File: src/hdl/gped_pkg.sv
// ----------------------------------------------------------------------------
// gped_pkg
// Shared types and constants for the gamepad edge and dead zone block.
// ----------------------------------------------------------------------------
package gped_pkg;

    // fixed device geometry
    localparam int NUM_BUTTONS_C = 16;
    localparam int NUM_AXES_C    = 4;
    localparam int AXIS_BITS_C   = 16;

    localparam int BTN_IDX_W  = 4;
    localparam int BTN_CNT_W  = 5;
    localparam int AXIS_CNT_W = 3;
    localparam int AX_IDX_W   = 2;

    // dead zone register, unsigned q0.15
    localparam int DZ_BITS = 15;
    localparam logic [DZ_BITS-1:0] DZ_RESET = 15'd16384;
    localparam logic [DZ_BITS:0]   DZ_ONE   = 16'h8000;

    // saturated counts
    localparam logic [BTN_CNT_W-1:0]  BTN_CNT_MAX  = 5'd16;
    localparam logic [AXIS_CNT_W-1:0] AXIS_CNT_MAX = 3'd4;

    typedef enum logic [1:0] {
        KIND_PRESS   = 2'd0,
        KIND_RELEASE = 2'd1,
        KIND_SUMMARY = 2'd2
    } kind_t;

    typedef enum logic [1:0] {
        ST_IDLE,
        ST_SCAN,
        ST_AXES,
        ST_SUMMARY
    } state_t;

    typedef struct packed {
        logic start;
        logic clear;
        logic advance;
    } scan_ctrl_t;

    typedef struct packed {
        logic                 busy;
        logic                 event_hit;
        logic                 press;
        logic [BTN_IDX_W-1:0] index;
    } scan_stat_t;

endpackage

File: src/hdl/gped_divider.sv
// ----------------------------------------------------------------------------
// gped_divider
// Bit-serial restoring divider, one quotient bit per cycle.
// ----------------------------------------------------------------------------
module gped_divider
    import gped_pkg::*;
#(
    parameter int QBITS = AXIS_BITS_C
)
(
    input  logic               clk,
    input  logic               rst_n,
    input  logic               start,
    input  logic [DZ_BITS-1:0] rem_init,
    input  logic [QBITS-1:0]   numer_lo,
    input  logic [DZ_BITS:0]   divisor,
    output logic               done,
    output logic [QBITS-1:0]   quotient
);

    localparam int CNT_W = $clog2(QBITS);
    localparam logic [CNT_W-1:0] CNT_LAST = CNT_W'(QBITS - 1);

    logic               busy_reg;
    logic               done_reg;
    logic [CNT_W-1:0]   cnt_reg;
    logic [DZ_BITS-1:0] rem_reg;
    logic [QBITS-1:0]   acc_reg;
    logic [DZ_BITS:0]   dvs_reg;

    logic [DZ_BITS:0]   trial;
    logic [DZ_BITS:0]   diff;
    logic               fits;

    // trial subtract of the shifted partial remainder
    always_comb
    begin
        trial = {rem_reg, acc_reg[QBITS-1]};
        fits  = (trial >= dvs_reg);
        diff  = trial - dvs_reg;
    end

    // control
    always_ff @(posedge clk or negedge rst_n)
    begin
        if (!rst_n)
        begin
            busy_reg <= 1'b0;
            done_reg <= 1'b0;
            cnt_reg  <= '0;
        end
        else
        begin
            done_reg <= 1'b0;
            if (start)
            begin
                busy_reg <= 1'b1;
                cnt_reg  <= '0;
            end
            else if (busy_reg)
            begin
                cnt_reg <= cnt_reg + 1'b1;
                if (cnt_reg == CNT_LAST)
                begin
                    busy_reg <= 1'b0;
                    done_reg <= 1'b1;
                end
            end
        end
    end

    // remainder and quotient shift register
    always_ff @(posedge clk)
    begin
        if (start)
        begin
            rem_reg <= rem_init;
            acc_reg <= numer_lo;
            dvs_reg <= divisor;
        end
        else if (busy_reg)
        begin
            rem_reg <= fits ? diff[DZ_BITS-1:0] : trial[DZ_BITS-1:0];
            acc_reg <= {acc_reg[QBITS-2:0], fits};
        end
    end

    assign done     = done_reg;
    assign quotient = acc_reg;

endmodule

File: src/hdl/gped_dead_zone.sv
// ----------------------------------------------------------------------------
// gped_dead_zone
// Walks the axes one at a time through the shared divider and returns the
// scaled, saturated and signed result for each.
// ----------------------------------------------------------------------------
module gped_dead_zone
    import gped_pkg::*;
#(
    parameter int AXIS_BITS = AXIS_BITS_C
)
(
    input  logic                        clk,
    input  logic                        rst_n,
    input  logic                        start,
    input  logic signed [AXIS_BITS-1:0] axis_in [NUM_AXES_C],
    input  logic [AXIS_CNT_W-1:0]       axis_count,
    input  logic [DZ_BITS-1:0]          dead_zone,
    output logic                        busy,
    output logic                        wr_en,
    output logic [AX_IDX_W-1:0]         wr_idx,
    output logic signed [AXIS_BITS-1:0] wr_data
);

    localparam int NUM_W = AXIS_BITS + DZ_BITS + 1;
    localparam logic [AX_IDX_W-1:0]  IDX_LAST = AX_IDX_W'(NUM_AXES_C - 1);
    localparam logic [AXIS_BITS-1:0] SAT_MAX  = {1'b0, {(AXIS_BITS-1){1'b1}}};

    logic                  busy_reg;
    logic                  kick_reg;
    logic [AX_IDX_W-1:0]   idx_reg;
    logic [AXIS_BITS-1:0]  mag_sr [NUM_AXES_C];
    logic [NUM_AXES_C-1:0] sign_sr;
    logic                  neg_reg;
    logic [AXIS_CNT_W-1:0] count_reg;
    logic [DZ_BITS-1:0]    dz_reg;

    logic [NUM_W-1:0]      m_ext;
    logic [NUM_W-1:0]      d_ext;
    logic [NUM_W-1:0]      diff;
    logic [NUM_W-2:0]      numer;
    logic [DZ_BITS:0]      divisor;
    logic                  div_done;
    logic [AXIS_BITS-1:0]  quot;
    logic [AXIS_BITS-1:0]  sat;

    // numerator |x|*2^15 - d*2^(bits-1), clamped at zero
    always_comb
    begin
        m_ext   = {1'b0, mag_sr[0], {DZ_BITS{1'b0}}};
        d_ext   = {2'b00, dz_reg, {(AXIS_BITS-1){1'b0}}};
        diff    = m_ext - d_ext;
        numer   = (!diff[NUM_W-1] && (diff != '0)) ? diff[NUM_W-2:0] : '0;
        divisor = DZ_ONE - {1'b0, dz_reg};
    end

    gped_divider #(
        .QBITS    (AXIS_BITS)
    ) u_div (
        .clk      (clk),
        .rst_n    (rst_n),
        .start    (kick_reg),
        .rem_init (numer[NUM_W-2:AXIS_BITS]),
        .numer_lo (numer[AXIS_BITS-1:0]),
        .divisor  (divisor),
        .done     (div_done),
        .quotient (quot)
    );

    // the quotient never exceeds full scale, which saturates one below
    always_comb
    begin
        sat     = quot[AXIS_BITS-1] ? SAT_MAX : quot;
        wr_data = neg_reg ? $signed(AXIS_BITS'(-sat)) : $signed(sat);
        wr_en   = div_done && ({1'b0, idx_reg} < count_reg);
        wr_idx  = idx_reg;
    end

    // sequencing over the axes
    always_ff @(posedge clk or negedge rst_n)
    begin
        if (!rst_n)
        begin
            busy_reg <= 1'b0;
            kick_reg <= 1'b0;
            idx_reg  <= '0;
        end
        else
        begin
            kick_reg <= 1'b0;
            if (start)
            begin
                busy_reg <= 1'b1;
                kick_reg <= 1'b1;
                idx_reg  <= '0;
            end
            else if (div_done)
            begin
                if (idx_reg == IDX_LAST)
                begin
                    busy_reg <= 1'b0;
                end
                else
                begin
                    idx_reg  <= idx_reg + 1'b1;
                    kick_reg <= 1'b1;
                end
            end
        end
    end

    // axis magnitude shift line
    always_ff @(posedge clk)
    begin
        if (start)
        begin
            for (int i = 0; i < NUM_AXES_C; i++)
            begin
                mag_sr[i]  <= axis_in[i][AXIS_BITS-1] ? AXIS_BITS'(-axis_in[i])
                                                      : axis_in[i];
                sign_sr[i] <= axis_in[i][AXIS_BITS-1];
            end
            count_reg <= axis_count;
            dz_reg    <= dead_zone;
        end
        else if (div_done)
        begin
            for (int i = 0; i < NUM_AXES_C - 1; i++)
            begin
                mag_sr[i] <= mag_sr[i+1];
            end
            sign_sr <= sign_sr >> 1;
        end
        if (kick_reg)
        begin
            neg_reg <= sign_sr[0];
        end
    end

    assign busy = busy_reg;

endmodule

File: src/hdl/gped_button_scan.sv
// ----------------------------------------------------------------------------
// gped_button_scan
// Serial button scan: shifts the new bitmap against the stored one, one
// button per step, and flags every change.
// ----------------------------------------------------------------------------
module gped_button_scan
    import gped_pkg::*;
(
    input  logic                     clk,
    input  logic                     rst_n,
    input  scan_ctrl_t               ctrl,
    input  logic [NUM_BUTTONS_C-1:0] bits,
    input  logic [BTN_CNT_W-1:0]     count,
    output scan_stat_t               stat
);

    localparam logic [BTN_IDX_W-1:0] IDX_LAST = BTN_IDX_W'(NUM_BUTTONS_C - 1);

    logic                     busy_reg;
    logic [BTN_IDX_W-1:0]     idx_reg;
    logic [NUM_BUTTONS_C-1:0] new_sr;
    logic [NUM_BUTTONS_C-1:0] old_reg;
    logic [BTN_CNT_W-1:0]     count_reg;

    logic now_bit;
    logic was_bit;

    // bits at or above the count never read as pressed
    always_comb
    begin
        now_bit        = new_sr[0] && ({1'b0, idx_reg} < count_reg);
        was_bit        = old_reg[0];
        stat.busy      = busy_reg;
        stat.event_hit = busy_reg && (now_bit != was_bit);
        stat.press     = now_bit;
        stat.index     = idx_reg;
    end

    // scan control and stored button states
    always_ff @(posedge clk or negedge rst_n)
    begin
        if (!rst_n)
        begin
            busy_reg <= 1'b0;
            idx_reg  <= '0;
            old_reg  <= '0;
        end
        else if (ctrl.start)
        begin
            busy_reg <= 1'b1;
            idx_reg  <= '0;
            if (ctrl.clear)
            begin
                old_reg <= '0;
            end
        end
        else if (ctrl.advance && busy_reg)
        begin
            old_reg <= {now_bit, old_reg[NUM_BUTTONS_C-1:1]};
            idx_reg <= idx_reg + 1'b1;
            if (idx_reg == IDX_LAST)
            begin
                busy_reg <= 1'b0;
            end
        end
    end

    // new bitmap shift register
    always_ff @(posedge clk)
    begin
        if (ctrl.start)
        begin
            new_sr    <= bits;
            count_reg <= count;
        end
        else if (ctrl.advance && busy_reg)
        begin
            new_sr <= new_sr >> 1;
        end
    end

endmodule

File: src/hdl/gamepad_edge_and_dead_zone.sv
// ----------------------------------------------------------------------------
// gamepad_edge_and_dead_zone
// Gamepad poll processor: button press/release events and scaled dead zone.
// ----------------------------------------------------------------------------
// One poll word enters on the in channel (in_valid/in_ready). For a connected
// pad it produces a press or release word for each changed button, lowest
// index first, then one summary word with the dead-zoned axes; a poll of a
// detached pad gives only the summary. last_of_run marks the summary word.
// The dead_zone register is written on the cfg channel (cfg_valid/cfg_ready),
// always ready; the user must write it only while the block is idle, as the
// block itself does not enforce this. Button words come out during the serial
// button scan; the summary follows once each axis in turn has passed through
// the bit-serial divider. A detached poll skips the scan and the divider and
// gives only its summary. The block takes no new poll until the summary word
// of the current one is loaded, as in_ready is high only while the sequencer
// idles.
// Reset leaves the pad disconnected, buttons released, axes zero and the
// dead zone at one half. A stalled receiver holds the output word; the button
// scan pauses on a change until the word slot frees up.
// ----------------------------------------------------------------------------
module gamepad_edge_and_dead_zone
    import gped_pkg::*;
#(
    parameter int AXIS_BITS = AXIS_BITS_C
)
(
    input  logic                        clk,
    input  logic                        rst_n,
    // poll input
    input  logic                        in_valid,
    output logic                        in_ready,
    input  logic                        present,
    input  logic [BTN_CNT_W-1:0]        button_count,
    input  logic [NUM_BUTTONS_C-1:0]    button_bits,
    input  logic [AXIS_CNT_W-1:0]       axis_count,
    input  logic signed [AXIS_BITS-1:0] axis_in_0,
    input  logic signed [AXIS_BITS-1:0] axis_in_1,
    input  logic signed [AXIS_BITS-1:0] axis_in_2,
    input  logic signed [AXIS_BITS-1:0] axis_in_3,
    // result output
    output logic                        out_valid,
    input  logic                        out_ready,
    output logic [1:0]                  kind,
    output logic [BTN_IDX_W-1:0]        button_index,
    output logic                        is_connected,
    output logic signed [AXIS_BITS-1:0] axis_out_0,
    output logic signed [AXIS_BITS-1:0] axis_out_1,
    output logic signed [AXIS_BITS-1:0] axis_out_2,
    output logic signed [AXIS_BITS-1:0] axis_out_3,
    output logic                        last_of_run,
    // configuration
    input  logic                        cfg_valid,
    output logic                        cfg_ready,
    input  logic [DZ_BITS-1:0]          dead_zone
);

    state_t                state_reg;
    state_t                state_next;

    logic [DZ_BITS-1:0]    dead_zone_reg;
    logic                  connected_reg;
    logic [BTN_CNT_W-1:0]  known_bc_reg;
    logic [AXIS_CNT_W-1:0] known_ac_reg;
    logic signed [AXIS_BITS-1:0] axis_reg [NUM_AXES_C];

    logic                  out_valid_reg;
    kind_t                 kind_reg;
    logic [BTN_IDX_W-1:0]  index_reg;
    logic                  conn_out_reg;
    logic                  last_reg;
    logic signed [AXIS_BITS-1:0] out_axis_reg [NUM_AXES_C];

    logic                  in_accept;
    logic                  slot_free;
    logic                  ev_load;
    logic                  sum_load;
    logic                  poll_start;
    logic [BTN_CNT_W-1:0]  bc_sat;
    logic [AXIS_CNT_W-1:0] ac_sat;

    logic signed [AXIS_BITS-1:0] axis_in_arr [NUM_AXES_C];
    scan_ctrl_t            scan_ctrl;
    scan_stat_t            scan_st;
    logic                  dz_busy;
    logic                  dz_wr_en;
    logic [AX_IDX_W-1:0]   dz_wr_idx;
    logic signed [AXIS_BITS-1:0] dz_wr_data;

    // input decode
    always_comb
    begin
        in_accept      = in_valid && in_ready;
        poll_start     = in_accept && present;
        slot_free      = !out_valid_reg || out_ready;
        bc_sat         = (button_count > BTN_CNT_MAX) ? BTN_CNT_MAX : button_count;
        ac_sat         = (axis_count > AXIS_CNT_MAX) ? AXIS_CNT_MAX : axis_count;
        axis_in_arr[0] = axis_in_0;
        axis_in_arr[1] = axis_in_1;
        axis_in_arr[2] = axis_in_2;
        axis_in_arr[3] = axis_in_3;
    end

    // next state
    always_comb
    begin
        state_next = state_reg;
        case (state_reg)
            ST_IDLE:
            begin
                if (in_accept)
                begin
                    state_next = present ? ST_SCAN : ST_SUMMARY;
                end
            end
            ST_SCAN:
            begin
                if (!scan_st.busy)
                begin
                    state_next = ST_AXES;
                end
            end
            ST_AXES:
            begin
                if (!dz_busy)
                begin
                    state_next = ST_SUMMARY;
                end
            end
            ST_SUMMARY:
            begin
                if (slot_free)
                begin
                    state_next = ST_IDLE;
                end
            end
            default:
            begin
                state_next = ST_IDLE;
            end
        endcase
    end

    // state outputs
    always_comb
    begin
        in_ready          = (state_reg == ST_IDLE);
        ev_load           = (state_reg == ST_SCAN) && scan_st.event_hit && slot_free;
        sum_load          = (state_reg == ST_SUMMARY) && slot_free;
        scan_ctrl.start   = poll_start;
        scan_ctrl.clear   = (bc_sat != known_bc_reg);
        scan_ctrl.advance = (state_reg == ST_SCAN) && scan_st.busy
                            && (!scan_st.event_hit || slot_free);
    end

    gped_button_scan u_scan (
        .clk   (clk),
        .rst_n (rst_n),
        .ctrl  (scan_ctrl),
        .bits  (button_bits),
        .count (bc_sat),
        .stat  (scan_st)
    );

    gped_dead_zone #(
        .AXIS_BITS  (AXIS_BITS)
    ) u_dz (
        .clk        (clk),
        .rst_n      (rst_n),
        .start      (poll_start),
        .axis_in    (axis_in_arr),
        .axis_count (ac_sat),
        .dead_zone  (dead_zone_reg),
        .busy       (dz_busy),
        .wr_en      (dz_wr_en),
        .wr_idx     (dz_wr_idx),
        .wr_data    (dz_wr_data)
    );

    // sequencer state and poll state
    always_ff @(posedge clk or negedge rst_n)
    begin
        if (!rst_n)
        begin
            state_reg     <= ST_IDLE;
            dead_zone_reg <= DZ_RESET;
            connected_reg <= 1'b0;
            known_bc_reg  <= '0;
            known_ac_reg  <= AXIS_CNT_MAX;
            for (int i = 0; i < NUM_AXES_C; i++)
            begin
                axis_reg[i] <= '0;
            end
        end
        else
        begin
            state_reg <= state_next;
            if (cfg_valid && cfg_ready)
            begin
                dead_zone_reg <= dead_zone;
            end
            if (in_accept)
            begin
                connected_reg <= present;
            end
            if (poll_start)
            begin
                known_bc_reg <= bc_sat;
                if (ac_sat != known_ac_reg)
                begin
                    known_ac_reg <= ac_sat;
                    for (int i = 0; i < NUM_AXES_C; i++)
                    begin
                        axis_reg[i] <= '0;
                    end
                end
            end
            else if (dz_wr_en)
            begin
                axis_reg[dz_wr_idx] <= dz_wr_data;
            end
        end
    end

    // output word valid
    always_ff @(posedge clk or negedge rst_n)
    begin
        if (!rst_n)
        begin
            out_valid_reg <= 1'b0;
        end
        else if (ev_load || sum_load)
        begin
            out_valid_reg <= 1'b1;
        end
        else if (out_ready)
        begin
            out_valid_reg <= 1'b0;
        end
    end

    // output word payload
    always_ff @(posedge clk)
    begin
        if (ev_load)
        begin
            kind_reg     <= scan_st.press ? KIND_PRESS : KIND_RELEASE;
            index_reg    <= scan_st.index;
            conn_out_reg <= connected_reg;
            last_reg     <= 1'b0;
            for (int i = 0; i < NUM_AXES_C; i++)
            begin
                out_axis_reg[i] <= '0;
            end
        end
        else if (sum_load)
        begin
            kind_reg     <= KIND_SUMMARY;
            index_reg    <= '0;
            conn_out_reg <= connected_reg;
            last_reg     <= 1'b1;
            for (int i = 0; i < NUM_AXES_C; i++)
            begin
                out_axis_reg[i] <= (AXIS_CNT_W'(i) < known_ac_reg) ? axis_reg[i] : '0;
            end
        end
    end

    assign cfg_ready    = 1'b1;
    assign out_valid    = out_valid_reg;
    assign kind         = kind_reg;
    assign button_index = index_reg;
    assign is_connected = conn_out_reg;
    assign last_of_run  = last_reg;
    assign axis_out_0   = out_axis_reg[0];
    assign axis_out_1   = out_axis_reg[1];
    assign axis_out_2   = out_axis_reg[2];
    assign axis_out_3   = out_axis_reg[3];

`ifndef SYNTHESIS
    // a new poll is taken only when both serial units are quiet
    a_idle_units: assert property (@(posedge clk) disable iff (!rst_n)
        in_ready |-> (!scan_st.busy && !dz_busy))
        else $error("poll accepted while a serial unit is busy");

    // the summary word is always the last of its run
    a_summary_last: assert property (@(posedge clk) disable iff (!rst_n)
        sum_load |=> (out_valid && last_of_run && (kind == KIND_SUMMARY)))
        else $error("summary word not marked last");

    // button words only come from a connected pad
    a_event_conn: assert property (@(posedge clk) disable iff (!rst_n)
        (out_valid && !last_of_run) |-> is_connected)
        else $error("button word while disconnected");
`endif

endmodule
File: config.mk
export PLATFORM = sky130hd
export DESIGN_NAME = gamepad_edge_and_dead_zone
export DESIGN_NICKNAME = d
export VERILOG_FILES = /design/src/hdl/gped_pkg.sv /design/src/hdl/gped_divider.sv /design/src/hdl/gped_dead_zone.sv /design/src/hdl/gped_button_scan.sv /design/src/hdl/gamepad_edge_and_dead_zone.sv
export SDC_FILE = /design/constraint.sdc
export NUM_CORES = 1
export LEC_CHECK = 0
export ABC_AREA = 1
export BUFFER_PORTS_ARGS = -buffer_cell sky130_fd_sc_hd__buf_2
export CELL_PAD_IN_SITES_DETAIL_PLACEMENT = 1
export CELL_PAD_IN_SITES_GLOBAL_PLACEMENT = 2
export CORE_ASPECT_RATIO = 0.9
export CORE_UTILIZATION = 38
export CTS_BUF_LIST = sky130_fd_sc_hd__clkbuf_4 sky130_fd_sc_hd__clkbuf_8
export DETAILED_ROUTE_END_ITERATION = 8
export PLACE_DENSITY_LB_ADDON = 0.15
export SKIP_LAST_GASP = 1
export SLEW_MARGIN = 30
export SYNTH_ARGS = -nofsm -noshare
export SYNTH_HDL_FRONTEND = slang
export SYNTH_SLANG_ARGS = --single-unit
File: constraint.sdc
create_clock -name clk -period 7.7 [get_ports clk]
set_clock_uncertainty 0.2 [all_clocks]
set_input_delay 0.77 -clock clk [delete_from_list [all_inputs] [get_ports clk]]
set_output_delay 0.77 -clock clk [all_outputs]
set_load 0.005 [all_outputs]
# Word level (Yosys, flattened, before mapping)
# Memories as Yosys holds them, arrays and structs flattened.
# Index checks and enable logic that the tools add are counted.
# word_totals
out_inout_bits,75
in_bits,109
mem_count,2
register_bits,221
ram_bits,128
elab_cells,201
# classes
n_addsub,11
n_lt_le_gt_ge,11
mux,85
n_eq_ne,16
bitwise_logic,8
reduce_logical,36
# memory_table
memory,words,word_bits,read_ports,rd_clocked_by_memory_dff,write_ports,line,text
out_axis_reg,4,16,4,0,4,gamepad_edge_and_dead_zone.sv:71,logic signed [AXIS_BITS-1:0] out_axis_reg [NUM_AXES_C];
u_dz.mag_sr,4,16,4,0,4,gped_dead_zone.sv:31,logic [AXIS_BITS-1:0] mag_sr [NUM_AXES_C];
# op_table
op,n
2-to-1 mux 16 bit,24
2-to-1 mux 64 bit,3
negation 16 bit,5
bitwise mux 64 bit,1
2-to-1 mux 15 bit,4
demux 16 bit (select 2 bit),1
2-to-1 mux 4 bit,8
nonzero test 32 bit,1
subtractor 31 x 30 -> 32 bit,1
2-to-1 mux 31 bit,1
2-to-1 mux 1 bit,30
2-to-1 mux 2 bit,10
greater-or-equal comparator 16 bit,1
nonzero test 2 bit,8
"subtractor 16 x 15 -> 16 bit, first input constant",1
subtractor 15 bit,1
logical AND 1 bit,13
AND reduction 2 bit,6
"adder 4 x 1 -> 4 bit, second input constant",2
"equality test 4 bit, second input constant",2
"!= test 2 bit, second input constant",4
one-hot mux 2 bit (4 select lines),1
OR 1 bit,7
"equality test 2 bit, second input constant",3
other kinds (21),29

# Logic depth before layout (Yosys ltp)
# depth
depth_word,10
depth_mapped,18
depth_no_buf,17

# Hierarchy
# Synthesis repeated with hierarchy kept, for this count alone.
# hier_totals
cells_unflattened,2152
hier_area_um2,18667.9
# modules_own_cells
mod,seq_area_each_um2,instances,area_per_inst_um2,cells_per_inst
gamepad_edge_and_dead_zone,4431.8,1,7029.2,744
gped_dead_zone,2712.6,1,6337.3,815
gped_divider,1561.5,1,3365.7,411
gped_button_scan,1156.1,1,1935.6,182

# Worst setup path after synthesis
# OpenSTA, ideal clock, no wires.
# synth_timing
path_type,input to register
startpoint,in out_ready
endpoint,"reg index_reg[0] (netlist: button_index[0]), enable pin"
setup_slack_ps,1078
arrival_time_ps,5824
n_path_buf,0
setup_time_ps,598
t_required_ps,6902
path_stages,2
cell_sequence,nor2_1 o21ai_0
# synth_via
elab_chain_len,3
word_cells_on_any_way,4
cone_classes,4 x reduce/logical
# synth_lines
item,line,text
"start, declared",gamepad_edge_and_dead_zone.sv:42,"input logic out_ready,"
logical OR 1 bit (*),gamepad_edge_and_dead_zone.sv:94,slot_free = !out_valid_reg || out_ready;
logical AND 1 bit (on tied branches),"gamepad_edge_and_dead_zone.sv:147, gamepad_edge_and_dead_zone.sv:148",
nonzero test 2 bit (no source line) (*),--,
"end signal, assigned",gamepad_edge_and_dead_zone.sv:247,index_reg <= scan_st.index;
"end, declared",gamepad_edge_and_dead_zone.sv:68,logic [BTN_IDX_W-1:0] index_reg;
# Mark *: on every way between the ends. The rest lies on a longest branch, timed or not.
# A chain may end at the register's enable or synchronous reset.

# Worst setup path after layout
# layout_timing
startpoint,reg u_dz.u_div.acc_reg[15] (netlist: u_dz.u_div.quotient[15])
endpoint,"reg u_dz.u_div.rem_reg[11], data pin"
# layout_via
elab_chain_len,4
word_cells_on_any_way,5
cone_classes,1 x add/sub; 1 x order compare; 3 x mux
# layout_lines
item,line,text
"start, declared",gped_divider.sv:28,logic [QBITS-1:0] acc_reg;
"start signal, assigned",gped_divider.sv:78,acc_reg <= numer_lo;
"start signal, assigned",gped_divider.sv:84,"acc_reg <= {acc_reg[QBITS-2:0], fits};"
subtractor 15 bit or greater-or-equal comparator 16 bit (tied branches),"gped_divider.sv:40, gped_divider.sv:39",
2-to-1 mux 15 bit (*),gped_divider.sv:83,rem_reg <= fits ? diff[DZ_BITS-1:0] : trial[DZ_BITS-1:0];
2-to-1 mux 15 bit (*),gped_divider.sv:81,else if (busy_reg)
2-to-1 mux 15 bit (*),gped_divider.sv:75,if (start)
"end signal, assigned",gped_divider.sv:77,rem_reg <= rem_init;
"end signal, assigned",gped_divider.sv:83,
"end, declared",gped_divider.sv:27,logic [DZ_BITS-1:0] rem_reg;
# Mark *: on every way between the ends. The rest lies on a longest branch, timed or not. The select of a mux whose other input is x is not followed.

==> results by stage <==
STA:
- Setup repair after global routing left no endpoint under its margin.
- The final count of pins violating max slew is 0.
- For the final routed database, the setup TNS stands at 0 ns.
- The final cycle utilization of the critical path is 45.3%.
- The highest clock rate is 287 MHz.
- The normalized max-slew margin is 40.7%.
- The final count of hold timing violations is 0.
- At the pin with the least slew margin, the transition time is 0.890 ns.
- Setup violations remaining at the end of the flow were counted as 0.
- Counting I/O delays and the setup requirement, the final critical path takes 3.49 ns.

Synthesis:
- The compound-gate portion of the synthesized area is 7.65%.
- The combinational family with the most area after synthesis is simple AND/OR/NAND/NOR gates.
- The simple-gate share of the synthesized area is 19.5%.
- The proportion of netlist area held by the largest area contributor is 38.8%.
- After Yosys synthesis, XOR and XNOR cells account for 4.65% of the synthesized area.
- Of the total synthesized cell area, the portion taken by full adders, half adders and majority gates is 3.87%.
- The per-instance average area after synthesis is 9.30 µm².
- Yosys attributes the largest share of cell area to sky130_fd_sc_hd__edfxtp_1, sky130_fd_sc_hd__dfrtp_1, sky130_fd_sc_hd__nand2_1.
- The share of flip-flops with an asynchronous set or reset after synthesis is 35.0%.
- The most used flip-flop cell after synthesis is sky130_fd_sc_hd__edfxtp_1.
- The sequential cell area fraction in the yosys report is 56.3%.
- The gate count of the mapped netlist is 1,883.
- Summed over all instances, the cell type with the most area after synthesis is sky130_fd_sc_hd__edfxtp_1.
- In this run the cell area of the synthesized design comes to 0.0175 mm².
- The synthesized design contains 349 register bits.
- The Yosys step of the flow raised 0 warnings.
- In the synthesized netlist, mux cells make up 0.965% of the area.
- The distinct cell type count of the synthesized netlist is 51.
- Counting flops with a built-in enable in the synthesized netlist gives 226.
- The net count of the mapped netlist is 2,045.

Power:
- The worst-case IR drop observed on VDD is 0.000192 V.
- The portion of total power attributed to sequential cells is 42.2%.
- In this run the power density over the cells is 355 mW/mm².
- The internal power is 4580 µW.
- The share of total power dissipated in combinational logic is 32.2%.
- In this run switching power makes up 36.7% of total power.
- Summed over all nets, the switching power comes to 2650 µW.
- The leakage power is 0.00909 µW.
- Per report_power, the clock group accounts for 25.6% of the total.

Worst setup path:
- The worst-case reg-to-reg path depth is 11.
- The classification of the worst setup path is reg2reg.
- The critical path starts at u_dz.u_div.quotient[15].
- The capturing element type of the critical path is a flip-flop.
- Traced cell by cell, the critical path runs through inv_1, ha_1, fa_1, o21ai_1, a21oi_1, inv_2, nand2_1, nand3_2, inv_1, o21ai_0, nand2_1.
- In this design, the stage delay of the slowest critical-path cell is 0.75 ns.
- The worst setup path is launched from a flip-flop.
- The cell type group with the largest total delay on the critical path is flip-flops.
- In this run the register-to-register setup slack is 4.21 ns.
- The worst register-to-register path ends at u_dz.u_div.rem_reg[11].
- At the worst endpoint, the arrival time is 3.68 ns.
- Along the worst path, the maximum fanout reaches 30.
- The slowest stage cell on the critical path is sky130_fd_sc_hd__edfxtp_1.
- The number of buffer and inverter instances along the worst setup path is 3.
- At the worst endpoint, the required time is 7.90 ns.
- In this run the critical register-to-register path is launched from u_dz.u_div.quotient[15].

Final layout:
- The net total in the final layout is 2,238.
- The footprint of the multi-input gates is 0.00644 mm².
- The utilization after layout is 44.7%.
- In the final layout, flip-flops and latches occupy 0.00986 mm².
- Fill cells in the final layout number 5,323.
- The fraction of layout instances using a drive strength above 1 is 15.7%.
- Compared with the post-synthesis result, the final layout area differs by 16.0%.

CTS:
- In this run, post-CTS repair resized a total of 0 instances.
- The CTS root buffer is sky130_fd_sc_hd__clkbuf_8.
- The clock input transition at the sequential cells of the worst setup and hold paths is 0.07 ns.
- For the worst-skew pair, the clock arrives at the later sink with an insertion delay of 0.65 ns.
- In this run the deepest clock path goes through 3 buffers.
- The clock net in this run drives a total of 349 sinks.
- Counting the buffers created by CTS gives 59.
- The CTS tree is yes.
- In this run the number of H-tree levels came out at 2.
- Once the clock tree was built, the setup fixing pass inserted 0 buffers.

Route:
- The total DRC errors in the routed layout is 0.
- In the routed layout, each cell is associated on average with a via count of 4.79.
- For this block, the via count after detailed routing is 13,100.
- The number of routed nets with antenna violations is 0.
- The average wire per standard cell is 16.4 µm.
- The detailed-routing iteration count for the pre-antenna-repair pass is 4.
- The routed wire length is 44,900 µm.
- The number of violations reported at the end of detailed-routing iteration 0 is 503.

Place:
- The total of buffers placed on input and output ports is 182.
- The routability-driven placement congestion ratio is 0.831.
- After legalization and detailed placement, the total HPWL measured 33,200 µm.

Global route:
- The busiest layer in global routing is met2.
- For this run the aggregate overflow at the end of global routing stands at 0.
- The number of antenna violations at the first check in global routing is 7.
- The met2 track demand over resource is 32.6%.
- The via count of the first global-routing pass is 13,900.
- The global-route wire length before repair is 73,500 µm.
- The pin count of the biggest net entering global routing is 68.
- The combined global-route utilization of all metal layers is 19.7%.
- The met3 track utilization from global routing is 3.84%.
- The met1 routing resource usage after global routing is 26.1%.

Die:
- The die covers 0.0469 mm².
- The floorplan step set the die width to 228 µm.
- 184 I/O pins were placed.
- The vertical die dimension is 206 µm.
- The core footprint is 0.0455 mm².
- The floorplan has 74 rows.
- Once the floorplan was initialized, standard cells occupied 38.5% of the core.

Hold path:
- In this run the most critical hold path is launched from axis_in_3[0].
- The path class of the tightest hold or removal check is in2reg.
- Along the worst hold path, the cell count comes to 1.
- The path with the worst hold slack has its endpoint at u_dz.mag_sr[0][48].

Status:
- The flow ran to the end, and the final reports show no timing, DRC or antenna violations.

Run:
- Max-cap violations in this run came to 0.
cell usage in the layout (no fill, tap or decap), drive strengths merged, types with 2 or more instances in the layout:
master	Yosys	final
inv	249	250
diode	0	3
nand2	439	439
clkinv	2	19
a21boi	2	2
nor2	205	205
clkinvlp	0	2
bufinv	0	5
ha	51	51
a21oi	45	45
buf	23	190
nor4	5	5
dfstp	2	2
nand4	29	29
edfxtp	226	226
or2	4	4
and2	3	3
o22ai	3	3
o21ai	174	174
a31oi	6	6
xnor2	21	21
mux2	15	15
dfrtp	120	120
clkbuf	36	86
o211ai	5	5
a21o	3	3
nor2b	3	3
xor2	72	72
fa	2	2
o31ai	4	4
nand3	92	92
nor3	27	27
nand3b	9	9
cells in the mapped netlist, types with 5 or more instances:
master and count:
sky130_fd_sc_hd__nand2_1 437, sky130_fd_sc_hd__inv_1 246, sky130_fd_sc_hd__edfxtp_1 226, sky130_fd_sc_hd__nor2_1 203
sky130_fd_sc_hd__o21ai_0 150, sky130_fd_sc_hd__dfrtp_1 120, sky130_fd_sc_hd__nand3_1 88, sky130_fd_sc_hd__xor2_1 72
sky130_fd_sc_hd__ha_1 51, sky130_fd_sc_hd__a21oi_1 45, sky130_fd_sc_hd__clkbuf_1 33, sky130_fd_sc_hd__nand4_1 29
sky130_fd_sc_hd__nor3_1 27, sky130_fd_sc_hd__xnor2_1 21, sky130_fd_sc_hd__o21ai_1 18, sky130_fd_sc_hd__mux2_2 15
sky130_fd_sc_hd__buf_2 11, sky130_fd_sc_hd__nand3b_1 9, sky130_fd_sc_hd__a31oi_1 6, sky130_fd_sc_hd__buf_6 5
sky130_fd_sc_hd__nor4_1 5, sky130_fd_sc_hd__o211ai_1 5
metrics by stage:
| stage | setup slack [ns] | total power [µW] | hold WS (ns) | cells | area, µm² |
|---|---|---|---|---|---|
| 2_1_floorplan | 1.08 | 4650 | 0.200 | 1883 | 17500 |
| 6_report | 4.21 | 7220 | 0.127 | 2737 | 20300 |
| 3_3_place_gp | 3.96 | 5380 | 0.230 | 2622 | 19000 |
| 4_1_cts | 4.15 | 7350 | 0.0614 | 2734 | 20300 |
| 3_5_place_dp | 4.05 | 5460 | 0.231 | 2622 | 19000 |
| 5_1_grt | 3.85 | 7800 | 0.0781 | 2734 | 20300 |
worst register-to-register path: stages (launching register included):
cell                       delay (ns)
sky130_fd_sc_hd__edfxtp_1        0.75
sky130_fd_sc_hd__inv_1           0.19
sky130_fd_sc_hd__ha_1            0.26
sky130_fd_sc_hd__fa_1            0.42
sky130_fd_sc_hd__o21ai_1         0.27
sky130_fd_sc_hd__a21oi_1         0.20
sky130_fd_sc_hd__inv_2           0.09
sky130_fd_sc_hd__nand2_1         0.06
sky130_fd_sc_hd__nand3_2         0.42
sky130_fd_sc_hd__inv_1           0.11
sky130_fd_sc_hd__o21ai_0         0.21
sky130_fd_sc_hd__nand2_1         0.07
area by class of cell:
class	instances	share of cell area, %
Tap cell	608	3.74
Clock inverter	25	1.27
Sequential cell	349	48.5
Timing Repair Buffer	191	4.84
Inverter	251	4.65
Antenna cell	3	0.0369
Clock buffer	86	5.21
Multi-Input combinational cell	1224	31.7
layer usage:
metal | vias to the layer above | part of all wire [%]
li1 | 6561 | -
met1 | 6276 | 47
met2 | 185 | 47
met3 | 67 | 3.7
met4 | 8 | 2.2
met5 | - | 0.12
power by group through the flow:
stage / logic, µW / clock network, µW / registers (µW)
finish: 2320 / 1850 / 3050
global route: 2710 / 1970 / 3120
CTS: 2380 / 1900 / 3060
detailed placement: 2370 / 0 / 3090
global placement: 2300 / 0 / 3070
floorplan: 1600 / 0 / 3050
worst max path at each step:
stage                             end  slack (ns)  cells after the start
2_1_floorplan         button_index[0]        1.08                      2
5_1_grt                   axis_reg[2]        3.85                     12
3_5_place_dp              axis_reg[5]        4.05                     11
6_report       u_dz.u_div.rem_reg[11]        4.21                     11
4_1_cts                   axis_reg[2]        4.15                     12
3_3_place_gp   u_dz.u_div.rem_reg[11]        3.96                     11
timing repair:
action	in CTS	in global routing
hold endpoints to repair	30	0
hold buffers	1	0
setup endpoints to repair	0	0
logic make-up after synthesis:
family / after synthesis
compound gates: 244
xor+xnor: 93
fa+ha+maj: 53
buf+inv: 310
flops: 349
mux: 15
other cells: 1
simple gates: 818
(Power assumes the default switching activity.)
